===== src/rtl/core/assert_macros.svh =====
// Assertion helpers shared by the RTL that checks itself.
`ifndef ASSERT_MACROS_SVH
`define ASSERT_MACROS_SVH

// A property that must hold at every clock edge outside reset.
`define CHECK_ALWAYS(label, clk, rst, prop) \
   label: assert property (@(posedge clk) disable iff (rst) (prop)) \
      else $error("design check failed");

// When the antecedent holds, the consequent must hold in the cycle after.
`define CHECK_NEXT(label, clk, rst, ante, cons) \
   label: assert property (@(posedge clk) disable iff (rst) (ante) |=> (cons)) \
      else $error("design check failed");

`endif


===== src/rtl/core/gtgc_pkg.sv =====
package gtgc_pkg;

   localparam int LAT_W   = 31;
   localparam int LON_W   = 32;
   localparam int CELL_W  = 17;
   localparam int GRID_W  = 11;
   localparam int IDX_W   = 11;
   localparam int PROD_W  = 62;
   localparam int DIVR_W  = 41;
   localparam int SCALE_W = 28;

   localparam int DEF_MAX_ROWS = 1024;
   localparam int DEF_MAX_COLS = 1024;

   localparam logic signed [31:0] Q30_ONE  = 32'sd1073741824;
   localparam logic [31:0]        ANGLE_K  = 32'd4024455254;
   localparam logic [31:0]        QUARTER_TURN = 32'd1800000000;
   localparam logic [31:0]        HALF_TURN    = 32'd3600000000;

   localparam logic [26:0] MM_A      = 27'd111132954;
   localparam logic [19:0] MM_B      = 20'd559822;
   localparam logic [10:0] MM_C      = 11'd1175;
   localparam logic [23:0] DEG_UNITS = 24'd10000000;

   // Horner divisors (2k-1)*2k for k from 11 down to 1.
   localparam int HORNER_STEPS = 11;
   localparam logic [8:0] HORNER_M [HORNER_STEPS] = '{
      9'd462, 9'd380, 9'd306, 9'd240, 9'd182, 9'd132,
      9'd90, 9'd56, 9'd30, 9'd12, 9'd2
   };

   typedef enum logic [2:0] {
      REG_ORIGIN_LAT = 3'd0,
      REG_ORIGIN_LON = 3'd1,
      REG_CELL_SIZE  = 3'd2,
      REG_GRID_ROWS  = 3'd3,
      REG_GRID_COLS  = 3'd4
   } reg_idx_type;

   typedef struct packed {
      logic signed [31:0] dlat;
      logic signed [32:0] dlon;
   } offs_type;

   typedef struct packed {
      logic               neg;
      logic signed [31:0] t;
      offs_type           offs;
   } cos_res_type;

endpackage


===== src/rtl/core/gtgc_div.sv =====
module gtgc_div
   import gtgc_pkg::*;
(
   input  logic                     clock,
   input  logic                     reset,
   input  logic                     advance,
   input  logic                     in_valid,
   input  logic signed [PROD_W-1:0] value,
   input  logic [DIVR_W-1:0]        divisor,
   input  logic [IDX_W-1:0]         lim,
   output logic                     out_valid,
   output logic                     out_ok,
   output logic [IDX_W-1:0]         out_q
);

   localparam int REM_W = DIVR_W + IDX_W;

   // Entry: a negative offset, a zero divisor or a quotient too large for the
   // index width marks the transaction as outside.
   logic              over_in;
   logic              bad_in;
   logic              v0_ff;
   logic              bad0_ff;
   logic [REM_W-1:0]  rem0_ff;

   assign over_in = value[PROD_W-2:0] >= (PROD_W-1)'({divisor, {IDX_W{1'b0}}});
   assign bad_in  = value[PROD_W-1] | (divisor == '0) | over_in;

   // One quotient bit per stage, most significant first.
   logic             sv_ff   [IDX_W];
   logic             sbad_ff [IDX_W];
   logic [REM_W-1:0] srem_ff [IDX_W];
   logic [IDX_W-1:0] sq_ff   [IDX_W];

   for (genvar j = 0; j < IDX_W; j++) begin : g_bit
      localparam int B = IDX_W - 1 - j;

      logic             valid_prev;
      logic             bad_prev;
      logic [REM_W-1:0] rem_prev;
      logic [IDX_W-1:0] q_prev;
      logic [REM_W-1:0] trial;
      logic             take;

      if (j == 0) begin : g_head
         assign valid_prev = v0_ff;
         assign bad_prev   = bad0_ff;
         assign rem_prev   = rem0_ff;
         assign q_prev     = '0;
      end else begin : g_link
         assign valid_prev = sv_ff[j-1];
         assign bad_prev   = sbad_ff[j-1];
         assign rem_prev   = srem_ff[j-1];
         assign q_prev     = sq_ff[j-1];
      end

      assign trial = REM_W'(divisor) << B;
      assign take  = rem_prev >= trial;

      always_ff @(posedge clock) begin
         if (reset) begin
            sv_ff[j] <= 1'b0;
         end else if (advance) begin
            sv_ff[j] <= valid_prev;
         end
         if (advance) begin
            sbad_ff[j] <= bad_prev;
            srem_ff[j] <= take ? rem_prev - trial : rem_prev;
            sq_ff[j]   <= q_prev | (IDX_W'(take) << B);
         end
      end
   end

   logic             vout_ff;
   logic             ok_ff;
   logic [IDX_W-1:0] q_ff;

   always_ff @(posedge clock) begin
      if (reset) begin
         v0_ff   <= 1'b0;
         vout_ff <= 1'b0;
      end else if (advance) begin
         v0_ff   <= in_valid;
         vout_ff <= sv_ff[IDX_W-1];
      end
      if (advance) begin
         bad0_ff <= bad_in;
         rem0_ff <= value[REM_W-1:0];
         ok_ff   <= !sbad_ff[IDX_W-1] && (sq_ff[IDX_W-1] < lim);
         q_ff    <= sq_ff[IDX_W-1];
      end
   end

   assign out_valid = vout_ff;
   assign out_ok    = ok_ff;
   assign out_q     = q_ff;

endmodule


===== config.mk =====
export PLATFORM = sky130hd
export DESIGN_NAME = gtgc_div
export DESIGN_NICKNAME = d
export VERILOG_FILES = /design/src/rtl/core/assert_macros.svh /design/src/rtl/core/gtgc_pkg.sv /design/src/rtl/core/gtgc_div.sv
export SDC_FILE = /design/constraint.sdc
export NUM_CORES = 2
export LEC_CHECK = 0
export BUFFER_PORTS_ARGS = -buffer_cell sky130_fd_sc_hd__buf_4
export CORE_ASPECT_RATIO = 0.8
export CORE_MARGIN = 5
export CORE_UTILIZATION = 55
export CTS_CLUSTER_DIAMETER = 150
export DETAILED_ROUTE_END_ITERATION = 16
export GPL_ROUTABILITY_DRIVEN = 0
export PLACE_DENSITY = 0.72
export SETUP_SLACK_MARGIN = 0.4
export SLEW_MARGIN = 20
export SYNTH_ARGS = -nofsm -noshare
export SYNTH_HDL_FRONTEND = slang
export SYNTH_SLANG_ARGS = --single-unit

===== constraint.sdc =====
create_clock -name clock -period 9.3 [get_ports clock]
set_input_delay 1.395 -clock clock [delete_from_list [all_inputs] [get_ports clock]]
set_output_delay 1.395 -clock clock [all_outputs]
set_load 0.02 [all_outputs]

Yosys cells after proc, flatten, opt, wreduce, memory -nomap -nowiden --
Memory sizes are Yosys's and may differ from the RTL's. A register that Yosys moved wholly into a read port is not among the register bits. Cells that the tools add are included.
Storage, ports and cells: flip-flop bits (word level) 66, bits in writable memories 715, bits of input ports 118, output and inout port bits 13, logic and storage cells 87, memories kept 4
Operators by class: add/sub/neg operators 11, order comparisons 13, mux-type cells 28, bitwise gates (word level) 23, reductions and logical operators 3
Memories:
- srem_ff | depth 11, bits a word 52, read ports 10, clocked after memory_dff 0, write ports 11, RTL line gtgc_div.sv:32 | logic [REM_W-1:0] srem_ff [IDX_W];
- sq_ff | depth 11, bits a word 11, read ports 11, clocked after memory_dff 0, write ports 11, RTL line gtgc_div.sv:33 | logic [IDX_W-1:0] sq_ff [IDX_W];
- sbad_ff | depth 11, bits a word 1, read ports 11, clocked after memory_dff 0, write ports 11, RTL line gtgc_div.sv:31 | logic sbad_ff [IDX_W];
- sv_ff | depth 11, bits a word 1, read ports 11, clocked after memory_dff 1, write ports 11, RTL line gtgc_div.sv:30 | logic sv_ff [IDX_W];
Operator list (number):
- $mux W52 | 11
- $ge A61 B52 Y1 | 1
- $ge A52 B41 Y1 | 1
- $ge A52 B42 Y1 | 1
- $ge A52 B43 Y1 | 1
- $ge A52 B44 Y1 | 1
- $ge A52 B45 Y1 | 1
- $ge A52 B46 Y1 | 1
- $ge A52 B47 Y1 | 1
- $ge A52 B48 Y1 | 1
- $ge A52 B49 Y1 | 1
- $ge A52 B50 Y1 | 1
- $ge A52 B51 Y1 | 1
- $sub A52 B41 Y52 | 1
- $sub A52 B42 Y52 | 1
- $sub A52 B43 Y52 | 1
- $sub A52 B44 Y52 | 1
- $sub A52 B45 Y52 | 1
- $sub A52 B46 Y52 | 1
- $sub A52 B47 Y52 | 1
- $sub A52 B48 Y52 | 1
- $sub A52 B49 Y52 | 1
- $sub A52 B50 Y52 | 1
- $sub A52 B51 Y52 | 1
- other kinds (16) | 44

Logic depth before layout (Yosys ltp) --
word-level depth 4, gate-level depth with buffers 17, gate-level depth less buffers 15

Least setup slack after synthesis --
Ideal clock, no wire load.
kind input-to-reg, start point in divisor[1], end point mem srem_ff[9][2] (netlist name) (data pin), arrival 4341 ps, path slack 4699 ps, stages 11, buffers on the path 1, path through inv_1 > ha_1 > nor2b_1 > o31a_1 > o311a_1 > nor4_1 > o31a_1 > a21oi_1 > a211oi_2 > buf_2 > mux2_2
RTL lines:
- start, declared | RTL line gtgc_div.sv:9 | input logic [DIVR_W-1:0] divisor,
- end, declared | RTL line gtgc_div.sv:32

==> results.json <==
{
  "reg2reg_from": "g_bit[0].rem_prev[10]$_DFFE_PP_",
  "whs_ns": 0.408,
  "finalMaxSlewViolations": 0,
  "crit_start": "divisor[17]",
  "worstSetupEndpointType": "flop",
  "rows": 99,
  "cts_setup_buffers": 0,
  "vias_per_cell": 6.30,
  "r2r-end": "srem_ff[0][11]$_DFFE_PP_",
  "fp.dieArea_um2": 98700,
  "netlist.area_leader.share_pct": 39.7,
  "crit_type": "input port to flop",
  "holdPathEnd": "sq_ff[9][2]$_DFFE_PP_",
  "critPathMaxFanout": 62,
  "cts.sinks": 675,
  "synth_cell_types": 101,
  "ctsHtreeMaxLevel": 3,
  "crit_top_cell": "buf_4",
  "vias": 42300,
  "min_period_ns": 5.49,
  "drive_above_1_share_pct": 7.37,
  "synth_area_um2": 50900,
  "drv_cap": 0,
  "cts-resized-gates": 0,
  "crit_arrival_ns": 5.88,
  "clk_pin_slew_ns": 0.06,
  "min_from": "sq_ff[8][2]$_DFFE_PP_",
  "drc_errors": 0,
  "pin_count": 131,
  "rsz0062_at_grt": "false",
  "crit_path_top_delay_cell": "inv_1",
  "synth_edf_count": 673,
  "ys_seq_area_share_pct": 39.8,
  "fmax_mhz": 182,
  "grt_max_degree": 196,
  "synth.avg_cell_area_um2": 9.46,
  "final.period_utilization_pct": 59.0,
  "clock_latency_ns": 0.65,
  "overflow": 0,
  "initial_core_util_pct": 55.6,
  "cts_tree": "built",
  "regToRegSetupSlack_ns": 4.97,
  "holdCritPathClass": "flop to flop",
  "routed_wl_mm": 140,
  "area_growth_pct": 9.19,
  "cts-root-buf": "clkbuf_16",
  "outcome": "completed",
  "num_antenna_cells": 0,
  "numPortBuffers": 130,
  "start_kind": "input port",
  "first_global_vias": 39900,
  "synthArstFlopShare_pct": 0,
  "setup_viol": 0,
  "tightest_slew_ns": 1.14,
  "power_density_nw_per_um2": 316,
  "tns_ns": 0,
  "reg2reg_depth": 14,
  "synth_ff_type": "edfxtp_1",
  "hold_buffers": 0,
  "firstDrtPassIters": 6,
  "drt-wirelength-per-cell_um": 20.9,
  "worst_slack_ns": 3.81,
  "synth_nets": 6005,
  "die_w_um": 350,
  "power_leakage_nw": 21.8,
  "grt_pass1_wl_mm": 217,
  "netlist_top_cells_area": "edfxtp_1 40%, ha_1 12%, o21ai_0 5.6%",
  "hold_depth": 0,
  "cts_buffers": 74,
  "worst_path_largest_cell_delay_ns": 0.63,
  "die_h_um": 282,
  "core-area_um2": 91500,
  "cp_data_required_time_ns": 9.69,
  "slew_headroom_pct": 24.1,
  "ant_nets": 0,
  "dp_hpwl_mm": 104,
  "path_cells": "buf_4 > inv_1 > buf_4 > ha_1 > a21oi_1 > o21ai_0 > a221o_1 > a21oi_1 > o21ai_0 > or4_1 > o21bai_4 > buf_4 > mux2_1",
  "hold_viol_final": 0,
  "fin_worst_skew_ns": 0.0246,
  "antenna_found_initial": 2,
  "place_ws_ns": 3.18,
  "grt_usage_pct": 27.7,
  "synth_top_cell_by_area": "edfxtp_1",
  "fin_nets": 6071,
  "syn_inst": 5375,
  "ys_warn_count": 0,
  "peakVddDrop_mv": 0.147,
  "ys_seq_elements": 675,
  "drt_iter0_markers": 3944,
  "ctsLongestPathBuffers": 3
}
==> power by group <==
group          total, mW  leakage [nW]  internal (mW)  switching [mW]
clock               3.17          1.26           1.90            1.27
combinational       8.81          14.0           3.66            5.15
sequential          5.59          6.55           4.91           0.673
total               17.6          21.8           10.5            7.09
==> synth_stat cells, drive strengths merged (17+ instances only) <==
| cell | instances |
|---|---|
| edfxtp | 673 |
| nand2 | 672 |
| o21ai | 595 |
| ha | 502 |
| a21oi | 495 |
| nor2 | 246 |
| a21o | 228 |
| xnor2 | 210 |
| xor2 | 196 |
| inv | 180 |
| clkbuf | 125 |
| nand3 | 104 |
| nand4 | 93 |
| nor3 | 78 |
| nand2b | 70 |
| buf | 69 |
| o21bai | 68 |
| a31oi | 59 |
| a211oi | 58 |
| and3 | 56 |
| nor4 | 56 |
| nor2b | 51 |
| o211ai | 47 |
| o31ai | 45 |
| o21a | 37 |
| and2 | 36 |
| a21boi | 26 |
| or3 | 22 |
| a211o | 20 |
| mux2 | 18 |
| a221oi | 17 |
==> kinds of logic after synthesis <==
logic type,Yosys count,synth area share (%)
AOI/OAI and AO/OA,1821,22.3
and+or+nand+nor,1564,14.6
DFF,675,39.8
adders and majority gates,512,12.7
xor gates and xnor gates,406,6.99
buffers and inverters,374,3.07
muxes,23,0.504
==> stage by stage <==
stage / power, mW / instances / utilization [%] / instance area (um2)
floorplan: 12.2 / 5375 / - / 50900
global placement: 14.1 / 6577 / 57.8 / 52900
detailed placement: 14.2 / 6577 / 57.8 / 52900
CTS: 17.4 / 6710 / 60.7 / 55500
global route: 18.8 / 6710 / 60.7 / 55500
finish: 17.6 / 6710 / 60.7 / 55500
==> how the worst max path moves through the flow <==
stage | endpoint | depth (start not counted)
3_5_place_dp | srem_ff[2][26]$_DFFE_PP_ | 15
4_1_cts | srem_ff[2][26]$_DFFE_PP_ | 15
6_report | srem_ff[6][11]$_DFFE_PP_ | 13
2_1_floorplan | srem_ff[9][2]$_DFFE_PP_ | 11
5_1_grt | srem_ff[6][11]$_DFFE_PP_ | 13
3_3_place_gp | srem_ff[6][11]$_DFFE_PP_ | 13
==> cell usage in the layout, fill, tap and decap left out, types with 51 or more instances in the layout <==
cell type    n
a21oi_1    491
nor2b_1     51
o21bai_1    67
inv_1      175
nand2b_1    69
ha_1       502
clkbuf_16   76
nand3_1    104
nand2_1    671
nor2_1     245
nand4_1     93
a211oi_1    54
xnor2_1    210
o21ai_0    565
buf_4      182
a21o_1     228
and3_1      56
nor3_1      76
xor2_1     196
nor4_1      55
a31oi_1     58
edfxtp_1   673
==> sequential cells by signal, indices dropped and copies added, names as in the netlist, 11 cells and up <==
| name | count |
|---|---|
| sv_ff | 11 |
| sbad_ff | 11 |
| out_q | 11 |
| g_bit.rem_prev | 52 |
| srem_ff | 520 |
| sq_ff | 66 |
==> worst max-delay path, delay by kind of cell <==
kind / cells / cell delay [ns]
AOI/OAI and AO/OA: 6 / 1.55
adders and majority gates: 1 / 0.31
buffers and inverters: 4 / 1.66
muxes: 1 / 0.37
and+or+nand+nor: 1 / 0.53
==> metal layers <==
| metal | GRT usage (%) | share of wire [%] |
|---|---|---|
| met5 | 0.522 | 0.061 |
| met4 | 13.7 | 5.9 |
| met3 | 4.93 | 7.8 |
| met2 | 44.9 | 44 |
| met1 | 36.1 | 42 |
==> area by class of cell <==
| cell class | instances | area (um2) |
|---|---|---|
| fill | 7585 | 36000 |
| multi-input combinational | 4326 | 29100 |
| sequential | 675 | 20200 |
| clock buffer | 89 | 1960 |
| tap | 1212 | 1520 |
| timing repair buffer | 184 | 1400 |
| inverter | 180 | 676 |
| clock inverter | 44 | 628 |
Power figures use the tool's default switching activity.
